### src/sv/misvf_pkg.sv
// ----------------------------------------------------------------------------
// misvf_pkg
// Shared types, widths, codes and the saturation helper of the
// multi-instance state-variable filter.
// ----------------------------------------------------------------------------
package misvf_pkg;

    // defaults for the top-level parameters
    localparam int NUM_INSTANCES_DEF  = 4;
    localparam int MAX_CHANNELS_DEF   = 2;
    localparam int SAMPLE_WIDTH_DEF   = 24;
    localparam int COEF_FRAC_BITS_DEF = 20;

    // fixed field and datapath widths
    localparam int INST_W   = 2;
    localparam int CHAN_W   = 1;
    localparam int COEF_W   = 24;
    localparam int STATE_W  = 32;
    localparam int V3_W     = 35;                  // clamp range of the difference term
    localparam int MUL_A_W  = 35;                  // signed operand: v1 or v3
    localparam int MUL_B_W  = COEF_W + 1;          // coefficient, zero extended
    localparam int PROD_W   = MUL_A_W + MUL_B_W;
    localparam int GH_W     = 2 * COEF_W;          // g*h after the shift, split in halves
    localparam int SUM_W    = PROD_W + COEF_W + 1; // full v3*gh from two partial products
    localparam int WIDE_W   = SUM_W + 1;           // working width for add and clamp

    localparam int TYPE_W   = 8;
    localparam int ENABLE_W = 4;
    localparam int APB_DW   = 32;
    localparam int APB_AW   = 3;

    // register indexes (byte address / 4)
    localparam logic REG_TYPE_SELECT = 1'b0;
    localparam logic REG_ENABLE_MASK = 1'b1;

    // response codes in type_select
    typedef logic [1:0] t_resp;
    localparam t_resp RESP_LOW   = 2'd0;
    localparam t_resp RESP_BAND  = 2'd1;
    localparam t_resp RESP_HIGH  = 2'd2;
    localparam t_resp RESP_NOTCH = 2'd3;

    // multiplier operand selection
    typedef logic [2:0] t_mul_sel;
    localparam t_mul_sel MUL_GH  = 3'd0;   // g * h
    localparam t_mul_sel MUL_KV1 = 3'd1;   // k * v1
    localparam t_mul_sel MUL_LO  = 3'd2;   // v3 * gh[23:0]
    localparam t_mul_sel MUL_HI  = 3'd3;   // v3 * gh[47:24]
    localparam t_mul_sel MUL_GV1 = 3'd4;   // g * v1

    typedef struct packed {
        logic [TYPE_W-1:0]   type_select;
        logic [ENABLE_W-1:0] enable_mask;
    } t_cfg;

    typedef struct packed {
        logic     capture;
        logic     rd_state;
        logic     mul_en;
        t_mul_sel mul_sel;
        logic     gh_load;
        logic     v3_load;
        logic     acc_load;
        logic     sum_load;
        logic     v1_load;
        logic     v2_load;
        logic     commit;
    } t_dp_cmd;

    typedef struct packed {
        logic active;
    } t_dp_status;

    typedef struct packed {
        logic signed [WIDE_W-1:0] value;
        logic                     sat;
    } t_sat_res;

    // clamp a wide signed value to an n-bit signed range
    function automatic t_sat_res sat_to(input logic signed [WIDE_W-1:0] v,
                                        input int unsigned n);
        logic signed [WIDE_W-1:0] hi;
        logic signed [WIDE_W-1:0] lo;
        t_sat_res                 r;
        hi = $signed((WIDE_W'(1) << (n - 1)) - WIDE_W'(1));
        lo = ~hi;
        if (v > hi) begin
            r.value = hi;
            r.sat   = 1'b1;
        end else if (v < lo) begin
            r.value = lo;
            r.sat   = 1'b1;
        end else begin
            r.value = v;
            r.sat   = 1'b0;
        end
        return r;
    endfunction

endpackage

### src/sv/misvf_apb.sv
// ----------------------------------------------------------------------------
// misvf_apb
// APB register file: response select and enable mask.
// ----------------------------------------------------------------------------
module misvf_apb (
    input  logic                           i_clk,
    input  logic                           i_rst_n,
    input  logic                           psel,
    input  logic                           penable,
    input  logic                           pwrite,
    input  logic [misvf_pkg::APB_AW-1:0]   paddr,
    input  logic [misvf_pkg::APB_DW-1:0]   pwdata,
    output logic [misvf_pkg::APB_DW-1:0]   prdata,
    output logic                           pready,
    output misvf_pkg::t_cfg                o_cfg
);

    logic [misvf_pkg::TYPE_W-1:0]   r_type_select;
    logic [misvf_pkg::ENABLE_W-1:0] r_enable_mask;
    logic                           wr_en;
    logic                           reg_idx;

    assign pready  = 1'b1;
    assign reg_idx = paddr[2];
    assign wr_en   = psel && penable && pwrite && pready;

    always_ff @(posedge i_clk) begin
        if (!i_rst_n) begin
            r_type_select <= '0;
            r_enable_mask <= '1;
        end else if (wr_en) begin
            unique case (reg_idx)
                misvf_pkg::REG_TYPE_SELECT:
                    r_type_select <= pwdata[misvf_pkg::TYPE_W-1:0];
                misvf_pkg::REG_ENABLE_MASK:
                    r_enable_mask <= pwdata[misvf_pkg::ENABLE_W-1:0];
                default: ;
            endcase
        end
    end

    always_comb begin
        unique case (reg_idx)
            misvf_pkg::REG_TYPE_SELECT: prdata = misvf_pkg::APB_DW'(r_type_select);
            misvf_pkg::REG_ENABLE_MASK: prdata = misvf_pkg::APB_DW'(r_enable_mask);
            default:                    prdata = '0;
        endcase
    end

    assign o_cfg.type_select = r_type_select;
    assign o_cfg.enable_mask = r_enable_mask;

endmodule

### config.mk
export PLATFORM = sky130hd
export DESIGN_NAME = misvf_apb
export DESIGN_NICKNAME = d
export VERILOG_FILES = /design/src/sv/misvf_pkg.sv /design/src/sv/misvf_apb.sv
export SDC_FILE = /design/constraint.sdc
export NUM_CORES = 1
export LEC_CHECK = 0
export BUFFER_PORTS_ARGS = -buffer_cell sky130_fd_sc_hd__buf_2
export CORE_MARGIN = 3
export CORE_UTILIZATION = 31
export DETAILED_ROUTE_END_ITERATION = 8
export PLACE_DENSITY = 0.76
export SYNTH_ARGS = -nofsm -noshare
export SYNTH_HDL_FRONTEND = slang
export SYNTH_SLANG_ARGS = --single-unit
### constraint.sdc
create_clock -name i_clk -period 0.8 [get_ports i_clk]
set_input_delay 0.08 -clock i_clk [delete_from_list [all_inputs] [get_ports i_clk]]
set_output_delay 0.08 -clock i_clk [all_outputs]
set_load 0.01 [all_outputs]
Yosys cells after proc, flatten, opt, wreduce, memory -nomap -nowiden
Cells that the tools add are included.
{"block": "word_totals", "ff_bits": 12, "word_cells": 8, "inputBits": 40, "out_inout_bits": 45}
{"block": "op_classes", "bitwise_logic": 1, "n_reduce_logical": 4, "mux": 1}
{"op": "32-bit case mux with 2 select lines", "count": 1}
{"op": "2-bit AND reduction", "count": 2}
{"op": "1-bit logical AND", "count": 2}
{"op": "1-bit NOT", "count": 1}

Longest topological paths before layout
{"block": "logic_depth", "depth_word": 3, "ltp_mapped": 4, "mapped_depth_nobuf": 2}

Worst setup path after synthesis
OpenSTA, ideal clock, no wires.
{"block": "synth_path", "path_type": "input-to-reg", "from": "input paddr[2] (netlist bit)", "to": "register r_type_select[0] (netlist bit)", "setup_ps": 72, "stages": 4, "t_arrival_ps": 739, "n_path_buf": 2, "required_time_ps": 728, "setup_slack_ps": -10, "path_cell_list": "buf_6 and4b_1 buf_6 mux2i_1"}
{"block": "synth_between", "elab_chain_len": 2}
{"item": "start, declared", "line": "misvf_apb.sv:11", "text": "input logic [misvf_pkg::APB_AW-1:0] paddr,"}
{"item": "1-bit NOT"}
{"item": "2-bit AND reduction (no source line)"}
{"item": "end signal, assigned", "line": "misvf_apb.sv:34", "text": "r_type_select <= pwdata[misvf_pkg::TYPE_W-1:0];"}
{"item": "end, declared", "line": "misvf_apb.sv:18", "text": "logic [misvf_pkg::TYPE_W-1:0] r_type_select;"}
Every way passes these cells.
A chain may end at the register's enable or synchronous reset.

Final worst setup path
{"block": "layout_path", "from": "register r_enable_mask[2] (netlist bit)", "to": "output prdata[2] (netlist bit)"}
{"block": "layout_between", "elab_chain_len": 1}
{"item": "start, declared", "line": "misvf_apb.sv:19", "text": "logic [misvf_pkg::ENABLE_W-1:0] r_enable_mask;"}
{"item": "start signal, assigned", "line": "misvf_apb.sv:36", "text": "r_enable_mask <= pwdata[misvf_pkg::ENABLE_W-1:0];"}
{"item": "32-bit case mux with 2 select lines", "line": "misvf_apb.sv:43", "text": "unique case (reg_idx)"}
{"item": "end, declared", "line": "misvf_apb.sv:13", "text": "output logic [misvf_pkg::APB_DW-1:0] prdata,"}
Every way passes these cells. The select of a mux whose other input is x is not followed.

==> qor.yml <==
netlist_instances: 90
grt_pass1_vias: 647
syn_area_per_cell_um2: 8.897
via_count: 681
fin_crit_sh_pct: 134.2
layout-drive-gt1-share_pct: 56.52
powerDensity_mw_per_mm2: 1158
leakage_nw: 0.5978
tritoncts: "built"
run_status: "finished, violations left"
synth_cell_types: 13
wl_mm: 1.934
synth_area_um2: 800.8
pwr-share-clk_pct: 34.2
setup_tns_ps: -2883
finalMaxSlewViolations: 0
whs_ps: 41.65
place_inst: 149
drt_iter0_markers: 18
p_int_mw: 1.053
num_rows: 17
regArea_um2: 255.2
power.switching_mw: 0.3813
io_pins: 85
synthToLayoutAreaGrowth_pct: 54.69
fin_worst_skew_ps: 0
swShare_pct: 26.59
numCtsBuffers: 3
fp.dieW_um: 56.83
peakVddDrop_v: 0.0007652
dr.pass1.iters: 3
dieArea_mm2: 0.003229
drtAntennaViolNets: 0
gp_congestion: 0.6722
vias_per_cell: 4.102
cts_hold_buf: 0
multi_input_area_um2: 432.9
portBuffers: 33
sequentialPowerShare_pct: 43.4
nNetsFinal: 179
clock-sinks: 12
failed_checks: "negative setup slack"
die-height_um: 56.83
fillers: 228
clock_path_buffers: 2
finalSetupViolations: 20
h-tree-depth: 1
finalCriticalPeriod_ps: 1074
root_buffer: "clkbuf_4"
track_usage_pct: 11.88
grt_start_max_net_pins: 25
cp-end-kind: "primary output"
cap_violations: 0
grt_overflow: 0
crit_required_ps: 720
worstSetupStartpointType: "flip-flop"
core_area_mm2: 0.002340
fmax_mhz: 931.4
mostFrequentLayoutCell: "buf_6"
ys.warnings.count: 0
remaining_drc_errors: 0
path_max_fanout: 3
rsz0062_at_grt: "true"
dp_hpwl_mm: 1.317
finalHoldViolations: 0
wire_per_inst_um: 11.65
hp-class: "primary input to flip-flop"
grt_pass1_wl_mm: 2.898
mostFrequentLayoutCells: "buf_6 (31), conb_1 (25), nand2_1 (14), buf_2 (13)"
antenna_found_initial: 0
yosysSeqAreaShare_pct: 30.00
worstSkewPairLatency_ps: 270
layout.cells.non_filler: 166
finalWorstSetupSlack_ps: -273.7
start_util_pct: 34.22
synth_seq_cells: 12
crit_arrival_ps: 990
clk_pin_slew_worst_paths_ps: 80
n_antenna_cell: 0
critPathKind: "flip-flop to primary output"
power_frac_comb_pct: 22.4
-- cells by family (layout without fill, tap and decap cells) --
logic type	count (synthesis)	after routing	share of synthesized area, %
DFF	12	12	30.00
buffers and inverters	30	55	27.81
other	2	25	0.9378
muxes	16	16	20.63
and+or+nand+nor	30	30	20.63
-- final cells by class --
cell class,count,share of cell area [%]
sequential,12,20.61
timing repair buffer,51,38.69
clock buffer,4,2.929
multi-input combinational,71,34.95
tap,28,2.828
-- power by group through the flow --
stage | registers [mW] | logic (mW) | clock network, mW
final | 0.622 | 0.321 | 0.490
after detailed placement | 0.633 | 0.245 | 0
after CTS | 0.621 | 0.310 | 0.493
after global routing | 0.624 | 0.351 | 0.537
after global placement | 0.632 | 0.239 | 0
after floorplan | 0.639 | 0.240 | 0
-- sequential cells by signal (all words and copies together) (netlist names) --
signal / cells
r_type_select: 8
r_enable_mask: 4
-- what timing repair did --
| action | CTS | global route |
|---|---|---|
| gates resized for setup | 39 | 8 |
| setup endpoints to repair | 20 | 22 |
| setup buffers | 12 | 2 |
-- final timing paths --
kind,start,to,slack (ps),cells after the start
max,r_enable_mask[2],prdata[2],-270,2
max reg2reg,r_type_select[7],r_type_select[7],20,4
min reg2reg,r_type_select[3],r_type_select[3],490,2
min,pwdata[5],r_type_select[5],40,3
-- synthesized netlist by cell type --
cell | instances | area [µm²]
buf_4 | 25 | 187.7
clkbuf_2 | 1 | 5.000
dfxtp_1 | 12 | 240.2
clkbuf_1 | 2 | 7.510
mux2i_1 | 12 | 120.1
and2b_2 | 4 | 35.03
and4_2 | 1 | 10.01
nand2_1 | 16 | 60.06
mux2_2 | 4 | 45.04
buf_6 | 2 | 22.52
nor2b_1 | 8 | 50.05
conb_1 | 2 | 7.510
and4b_1 | 1 | 10.01
-- routing by layer --
layer  GRT usage, %  wire length, µm
met5              0                0
met4          4.305               40
met3          4.598              188
met2          21.45             1025
met1          12.33              678
-- stage by stage --
step | cell area [µm²] | setup slack, ps | utilization (%) | power, mW
floorplan | 890.9 | -7.127 | - | 0.8787
finish | 1239 | -273.7 | 52.94 | 1.434
detailed placement | 914.6 | -94.97 | 39.09 | 0.8779
global placement | 914.6 | -82.17 | 39.09 | 0.8706
CTS | 1205 | -277.5 | 51.50 | 1.424
global route | 1239 | -310.5 | 52.94 | 1.513
-- worst max-delay path, stage by stage, from the launching register on --
cell	delay, ps
dfxtp_2	340
mux2_2	270
buf_6	120
Power figures use the tool's default switching activity.
