### config.mk
export PLATFORM = sky130hd
export DESIGN_NAME = misvf_ctrl
export DESIGN_NICKNAME = d
export VERILOG_FILES = /design/src/sv/misvf_pkg.sv /design/src/sv/misvf_ctrl.sv
export SDC_FILE = /design/constraint.sdc
export NUM_CORES = 1
export LEC_CHECK = 0
export BUFFER_PORTS_ARGS = -buffer_cell sky130_fd_sc_hd__buf_2
export CAP_MARGIN = 20
export CORE_AREA = 2 2 39 41
export CTS_BUF_LIST = sky130_fd_sc_hd__clkbuf_4
export CTS_CLUSTER_DIAMETER = 50
export DETAILED_ROUTE_END_ITERATION = 12
export DIE_AREA = 0 0 41 43
export HOLD_SLACK_MARGIN = 0.02
export PLACE_DENSITY_LB_ADDON = 0.25
export SYNTH_ARGS = -nofsm -noshare
export SYNTH_HDL_FRONTEND = slang
export SYNTH_SLANG_ARGS = --single-unit
### constraint.sdc
create_clock -name i_clk -period 1.6 [get_ports i_clk]
set_clock_uncertainty 0.1 [all_clocks]
set_input_delay 0 -clock i_clk [delete_from_list [all_inputs] [get_ports i_clk]]
set_output_delay 0 -clock i_clk [all_outputs]
set_load 0.05 [all_outputs]
### src/sv/misvf_pkg.sv
// ----------------------------------------------------------------------------
// misvf_pkg
// Shared types, widths, codes and the saturation helper of the
// multi-instance state-variable filter.
// ----------------------------------------------------------------------------
package misvf_pkg;

    // defaults for the top-level parameters
    localparam int NUM_INSTANCES_DEF  = 4;
    localparam int MAX_CHANNELS_DEF   = 2;
    localparam int SAMPLE_WIDTH_DEF   = 24;
    localparam int COEF_FRAC_BITS_DEF = 20;

    // fixed field and datapath widths
    localparam int INST_W   = 2;
    localparam int CHAN_W   = 1;
    localparam int COEF_W   = 24;
    localparam int STATE_W  = 32;
    localparam int V3_W     = 35;                  // clamp range of the difference term
    localparam int MUL_A_W  = 35;                  // signed operand: v1 or v3
    localparam int MUL_B_W  = COEF_W + 1;          // coefficient, zero extended
    localparam int PROD_W   = MUL_A_W + MUL_B_W;
    localparam int GH_W     = 2 * COEF_W;          // g*h after the shift, split in halves
    localparam int SUM_W    = PROD_W + COEF_W + 1; // full v3*gh from two partial products
    localparam int WIDE_W   = SUM_W + 1;           // working width for add and clamp

    localparam int TYPE_W   = 8;
    localparam int ENABLE_W = 4;
    localparam int APB_DW   = 32;
    localparam int APB_AW   = 3;

    // register indexes (byte address / 4)
    localparam logic REG_TYPE_SELECT = 1'b0;
    localparam logic REG_ENABLE_MASK = 1'b1;

    // response codes in type_select
    typedef logic [1:0] t_resp;
    localparam t_resp RESP_LOW   = 2'd0;
    localparam t_resp RESP_BAND  = 2'd1;
    localparam t_resp RESP_HIGH  = 2'd2;
    localparam t_resp RESP_NOTCH = 2'd3;

    // multiplier operand selection
    typedef logic [2:0] t_mul_sel;
    localparam t_mul_sel MUL_GH  = 3'd0;   // g * h
    localparam t_mul_sel MUL_KV1 = 3'd1;   // k * v1
    localparam t_mul_sel MUL_LO  = 3'd2;   // v3 * gh[23:0]
    localparam t_mul_sel MUL_HI  = 3'd3;   // v3 * gh[47:24]
    localparam t_mul_sel MUL_GV1 = 3'd4;   // g * v1

    typedef struct packed {
        logic [TYPE_W-1:0]   type_select;
        logic [ENABLE_W-1:0] enable_mask;
    } t_cfg;

    typedef struct packed {
        logic     capture;
        logic     rd_state;
        logic     mul_en;
        t_mul_sel mul_sel;
        logic     gh_load;
        logic     v3_load;
        logic     acc_load;
        logic     sum_load;
        logic     v1_load;
        logic     v2_load;
        logic     commit;
    } t_dp_cmd;

    typedef struct packed {
        logic active;
    } t_dp_status;

    typedef struct packed {
        logic signed [WIDE_W-1:0] value;
        logic                     sat;
    } t_sat_res;

    // clamp a wide signed value to an n-bit signed range
    function automatic t_sat_res sat_to(input logic signed [WIDE_W-1:0] v,
                                        input int unsigned n);
        logic signed [WIDE_W-1:0] hi;
        logic signed [WIDE_W-1:0] lo;
        t_sat_res                 r;
        hi = $signed((WIDE_W'(1) << (n - 1)) - WIDE_W'(1));
        lo = ~hi;
        if (v > hi) begin
            r.value = hi;
            r.sat   = 1'b1;
        end else if (v < lo) begin
            r.value = lo;
            r.sat   = 1'b1;
        end else begin
            r.value = v;
            r.sat   = 1'b0;
        end
        return r;
    endfunction

endpackage

### src/sv/misvf_ctrl.sv
// ----------------------------------------------------------------------------
// misvf_ctrl
// Sequencer: steps one sample through the shared multiplier and owns the
// output word valid.
// ----------------------------------------------------------------------------
module misvf_ctrl (
    input  logic                   i_clk,
    input  logic                   i_rst_n,
    input  logic                   i_in_valid,
    input  logic                   i_out_ready,
    input  misvf_pkg::t_dp_status  i_status,
    output logic                   o_in_ready,
    output logic                   o_out_valid,
    output misvf_pkg::t_dp_cmd     o_cmd
);

    localparam logic [3:0] ST_IDLE = 4'd0;
    localparam logic [3:0] ST_GH   = 4'd1;
    localparam logic [3:0] ST_KV   = 4'd2;
    localparam logic [3:0] ST_V3   = 4'd3;
    localparam logic [3:0] ST_LO   = 4'd4;
    localparam logic [3:0] ST_HI   = 4'd5;
    localparam logic [3:0] ST_SUM  = 4'd6;
    localparam logic [3:0] ST_V1   = 4'd7;
    localparam logic [3:0] ST_MG   = 4'd8;
    localparam logic [3:0] ST_V2   = 4'd9;
    localparam logic [3:0] ST_OUT  = 4'd10;

    logic [3:0] r_state;
    logic [3:0] n_state;
    logic       r_out_valid;
    logic       n_out_valid;
    logic       accept;
    logic       out_free;

    assign o_in_ready  = (r_state == ST_IDLE);
    assign accept      = o_in_ready && i_in_valid;
    assign out_free    = !r_out_valid || i_out_ready;
    assign o_out_valid = r_out_valid;

    always_comb begin
        n_state = r_state;
        o_cmd   = '0;
        unique case (r_state)
            ST_IDLE: begin
                o_cmd.capture = accept;
                if (accept) n_state = ST_GH;
            end
            ST_GH: begin
                o_cmd.rd_state = 1'b1;
                o_cmd.mul_en   = 1'b1;
                o_cmd.mul_sel  = misvf_pkg::MUL_GH;
                n_state        = i_status.active ? ST_KV : ST_OUT;
            end
            ST_KV: begin
                o_cmd.gh_load = 1'b1;
                o_cmd.mul_en  = 1'b1;
                o_cmd.mul_sel = misvf_pkg::MUL_KV1;
                n_state       = ST_V3;
            end
            ST_V3: begin
                o_cmd.v3_load = 1'b1;
                n_state       = ST_LO;
            end
            ST_LO: begin
                o_cmd.mul_en  = 1'b1;
                o_cmd.mul_sel = misvf_pkg::MUL_LO;
                n_state       = ST_HI;
            end
            ST_HI: begin
                o_cmd.acc_load = 1'b1;
                o_cmd.mul_en   = 1'b1;
                o_cmd.mul_sel  = misvf_pkg::MUL_HI;
                n_state        = ST_SUM;
            end
            ST_SUM: begin
                o_cmd.sum_load = 1'b1;
                n_state        = ST_V1;
            end
            ST_V1: begin
                o_cmd.v1_load = 1'b1;
                n_state       = ST_MG;
            end
            ST_MG: begin
                o_cmd.mul_en  = 1'b1;
                o_cmd.mul_sel = misvf_pkg::MUL_GV1;
                n_state       = ST_V2;
            end
            ST_V2: begin
                o_cmd.v2_load = 1'b1;
                o_cmd.mul_en  = 1'b1;
                o_cmd.mul_sel = misvf_pkg::MUL_KV1;
                n_state       = ST_OUT;
            end
            ST_OUT: begin
                // hold here until the output register can take the word
                o_cmd.commit = out_free;
                if (out_free) n_state = ST_IDLE;
            end
            default: n_state = ST_IDLE;
        endcase
    end

    always_comb begin
        if (o_cmd.commit) begin
            n_out_valid = 1'b1;
        end else if (i_out_ready) begin
            n_out_valid = 1'b0;
        end else begin
            n_out_valid = r_out_valid;
        end
    end

    always_ff @(posedge i_clk) begin
        if (!i_rst_n) begin
            r_state     <= ST_IDLE;
            r_out_valid <= 1'b0;
        end else begin
            r_state     <= n_state;
            r_out_valid <= n_out_valid;
        end
    end

    a_commit_free: assert property (@(posedge i_clk) disable iff (!i_rst_n)
        o_cmd.commit |-> (!r_out_valid || i_out_ready))
        else $error("commit while output word still held");

    a_accept_start: assert property (@(posedge i_clk) disable iff (!i_rst_n)
        accept |=> (r_state == ST_GH))
        else $error("accepted word did not start the sequence");

    a_commit_done: assert property (@(posedge i_clk) disable iff (!i_rst_n)
        o_cmd.commit |=> (r_out_valid && (r_state == ST_IDLE)))
        else $error("commit did not present a result");

    a_inactive_skip: assert property (@(posedge i_clk) disable iff (!i_rst_n)
        (r_state == ST_GH && !i_status.active) |=> (r_state == ST_OUT))
        else $error("disabled word entered the filter sequence");

endmodule

# == Yosys cells after proc, flatten, opt, wreduce, memory -nomap -nowiden ==
# Index checks and enable logic that the tools add are counted.
# classes
n_eq_ne,12
mux,16
reduce_logical,7
# op_table
cell,n
one-hot mux 4 bit (11 select lines),1
one-hot mux 4 bit (5 select lines),1
"== test 4 x 3 -> 1 bit, second input constant",4
"== test 4 bit, second input constant",3
two-way mux 4 bit,3
two-way mux 1 bit,11
"== test 4 x 2 -> 1 bit, second input constant",2
"== test 4 x 1 -> 1 bit, second input constant",1
logical NOT 4 bit,1
"inequality test 2 x 1 -> 1 bit, second input constant",1
"inequality test 2 bit, second input constant",1
AND reduction 2 bit,1
nonzero test 2 bit,1
OR reduction 2 bit,1
logical AND 1 bit,1
logical NOT 1 bit,1
logical OR 1 bit,1
# word_totals
ff_bits,5
input_bits,5
output_inout_bits,15
elab_cells,37

# == Depth between registers and ports, before layout ==
# depth
ltp_word,4
mapped_depth,4
mapped_depth_nobuf,3

# == Worst setup path before layout ==
# OpenSTA, ideal clock, no wires.
# synth_path
path_type,reg-to-output
startpoint,register r_state[2]
endpoint,output port o_cmd[3] (netlist bit)
t_arrival_ps,1781
t_required_ps,1500
slack_ps,-281
stages_incl_launch_ff,3
n_path_buf,1
cell_sequence,dfxtp_1 > buf_6 > nor3b_1
# synth_lines
item,line_no,source
from (decl),misvf_ctrl.sv:29,logic [3:0] r_state;
from (signal assigned),misvf_ctrl.sv:119,r_state <= n_state;
to (decl),misvf_ctrl.sv:14,output misvf_pkg::t_dp_cmd o_cmd

==> results.json <==
{
  "status": "finished, final reports clean",
  "postSynthCellCount": 53,
  "syn_to_final_growth_pct": 49.3,
  "die_w_um": 41,
  "antenna_cells": 0,
  "drt-initial-drc-count": 5,
  "synth-xor-area-share_pct": 1.95,
  "synth_top_family_by_area": "simple AND/OR/NAND/NOR gates",
  "antenna_found_initial": 0,
  "ys_ff_latch": 5,
  "seq_power_share_pct": 23.2,
  "numCtsBuffers": 3,
  "dpl.hpwl_um": 791,
  "min_from": "i_in_valid",
  "nNetsFinal": 85,
  "clock_latency_ps": 250,
  "critical_path.max_fanout": 5,
  "ys_seq_area_share_pct": 22.3,
  "port_buffers": 19,
  "htreeDepth": 1,
  "p_leak_nw": 0.329,
  "grt_pass1_wl_mm": 1.66,
  "cts-root-buf": "clkbuf_4",
  "worstSetupStartpoint": "r_state[3]$_SDFFE_PN0P_",
  "power.density_mw_per_mm2": 1090,
  "max_freq_mhz": 655,
  "finalHoldWorstSlack_ps": 32.7,
  "hold_path.class": "input port to flip-flop",
  "clkPwrFrac_pct": 23.4,
  "required_ps": 1500,
  "hold_viol_final": 0,
  "finalCriticalPeriod_ps": 1530,
  "worst_slew_pin_slew_ps": 278,
  "slew_headroom_pct": 81.2,
  "utilization_pct": 48.5,
  "cp-end-kind": "primary output",
  "placementRows": 14,
  "synth.area.mux_share_pct": 4.74,
  "reg2reg_from": "r_state[3]$_SDFFE_PN0P_",
  "antenna_left": 0,
  "synth_area_um2": 449,
  "period_share_pct": 95.4,
  "yosysUniqueCellTypes": 32,
  "drive_above_1_share_pct": 59.5,
  "clk_pin_slew_ps": 50,
  "fillers": 141,
  "initial_utilization_pct": 32.5,
  "dr.pass1.iters": 3,
  "synthAdderAreaFrac_pct": 0,
  "drc": 0,
  "multi_input_comb_area_um2": 317,
  "wl_per_cell_um": 11.0,
  "io_pins": 20,
  "maxCapViolations": 0,
  "peakVddDrop_v": 0.000578,
  "yosysWarningCount": 0,
  "grt_pass1_vias": 385,
  "cts_max_path_buffers": 2,
  "grt_max_degree": 12,
  "power.internal_mw": 0.388,
  "synth_compound_area_share_pct": 15.3,
  "p_switching_mw": 0.345,
  "final_common_cell": "buf_2",
  "vias_per_cell": 4.82,
  "vias": 458,
  "setup_violations": 0,
  "grtUsageTotal_pct": 13.9,
  "worstSetupStartpointType": "flip-flop",
  "synthSimpleGateAreaFrac_pct": 42.9,
  "gr-total-overflow": 0,
  "core_mm2": 0.00138,
  "rsz0062_at_grt": "no",
  "gp_congestion": 0.733,
  "cts_tree": "built",
  "dieArea_mm2": 0.00176,
  "fp.dieH_um": 43,
  "synth_fp_nets": 58,
  "arrival_ps": 1430,
  "finalWirelength_mm": 1.04,
  "power_frac_comb_pct": 53.4,
  "seq_area_um2": 105,
  "cts.sinks": 5,
  "mostFrequentLayoutCells": "buf_2, clkbuf_4, buf_4",
  "syn_avg_cell_area_um2": 8.48,
  "critPathKind": "flip-flop to primary output",
  "slew_violations": 0,
  "p_sw_share_pct": 47.0
}
==> power by group through the flow <==
stage	logic, mW	clock network, mW	registers, mW
6_report	0.392	0.172	0.170
5_1_grt	0.418	0.180	0.173
4_1_cts	0.386	0.180	0.167
3_5_place_dp	0.372	0	0.168
3_3_place_gp	0.371	0	0.168
2_1_floorplan	0.304	0	0.160
==> logic make-up after synthesis <==
group / after synthesis
buf+inv: 8
xor+xnor: 1
simple gates: 28
flops: 5
compound gates: 9
mux: 2
==> worst paths after layout <==
kind                            slack [ps]                 endpoint  depth (start not counted)
worst max-delay path                    70                 o_cmd[7]                          4
worst min-delay path                    30  r_state[0]$_SDFFE_PN0P_                          4
worst max register to register         310  r_state[3]$_SDFFE_PN0P_                          4
worst min register to register         460  r_state[0]$_SDFFE_PN0P_                          1
==> final cells by class <==
class                           count  share of cell area (%)
Multi-Input combinational cell     40                    47.2
Timing Repair Buffer               27                    28.0
Sequential cell                     5                    15.7
Clock buffer                        4                    4.48
Tap cell                           16                    2.99
Inverter                            3                    1.68
==> critical path, stage by stage (launching register included) <==
cell	delay, ps
dfxtp_2	360
nand2b_2	230
mux2_2	280
o21bai_2	130
buf_6	170
==> per-layer routing <==
layer	part of all wire [%]	GRT usage, %	vias to the layer above
li1	-	-	239
met1	45	16.2	201
met2	47	21.9	16
met3	5.9	3.14	2
met4	1.7	8.00	0
met5	0	0	-
==> repair_timing <==
item | in CTS | in global routing
cloned | 0 | 0
setup endpoints to repair | 2 | 8
hold endpoints to repair | 5 | 0
gates resized for setup | 4 | 6
hold buffers | 2 | 0
setup buffers | 0 | 0
pin swaps | 0 | 1
==> metrics by stage <==
stage	setup slack, ps	instances	TNS (ps)	total power [mW]	area, um^2
2_1_floorplan	-116	53	-233	0.464	472
3_3_place_gp	196	89	0	0.539	598
3_5_place_dp	205	89	0	0.540	598
4_1_cts	3.62	95	0	0.733	658
5_1_grt	10.0	95	0	0.770	671
6_report	73.4	95	0	0.733	671
==> registers in the layout, summed over array words and instances (netlist names) <==
register / flops
o_out_valid: 1
r_state: 4
==> synth_stat cells (all sizes together) <==
| cell type | instances | area share [%] |
|---|---|---|
| a221oi | 1 | 3.3 |
| a31oi | 1 | 1.4 |
| mux2 | 1 | 2.5 |
| buf | 5 | 10 |
| nand4 | 1 | 1.4 |
| nor2 | 6 | 5.6 |
| and3 | 2 | 2.8 |
| o2bb2ai | 1 | 2.0 |
| nand3 | 1 | 1.1 |
| o31ai | 1 | 1.7 |
| xnor2 | 1 | 2.0 |
| o21bai | 1 | 2.5 |
| nand2b | 3 | 4.7 |
| mux2i | 1 | 2.2 |
| nor2b | 2 | 2.8 |
| inv | 3 | 2.5 |
| dfxtp | 5 | 22 |
| nor4b | 1 | 2.0 |
| nand2 | 3 | 5.8 |
| o21ai | 3 | 3.3 |
| nor3b | 3 | 5.0 |
| a21oi | 1 | 1.1 |
| and2 | 1 | 1.4 |
| nor3 | 4 | 5.6 |
| nor4 | 1 | 4.7 |
Note: power is estimated with default switching activity, not from simulation.
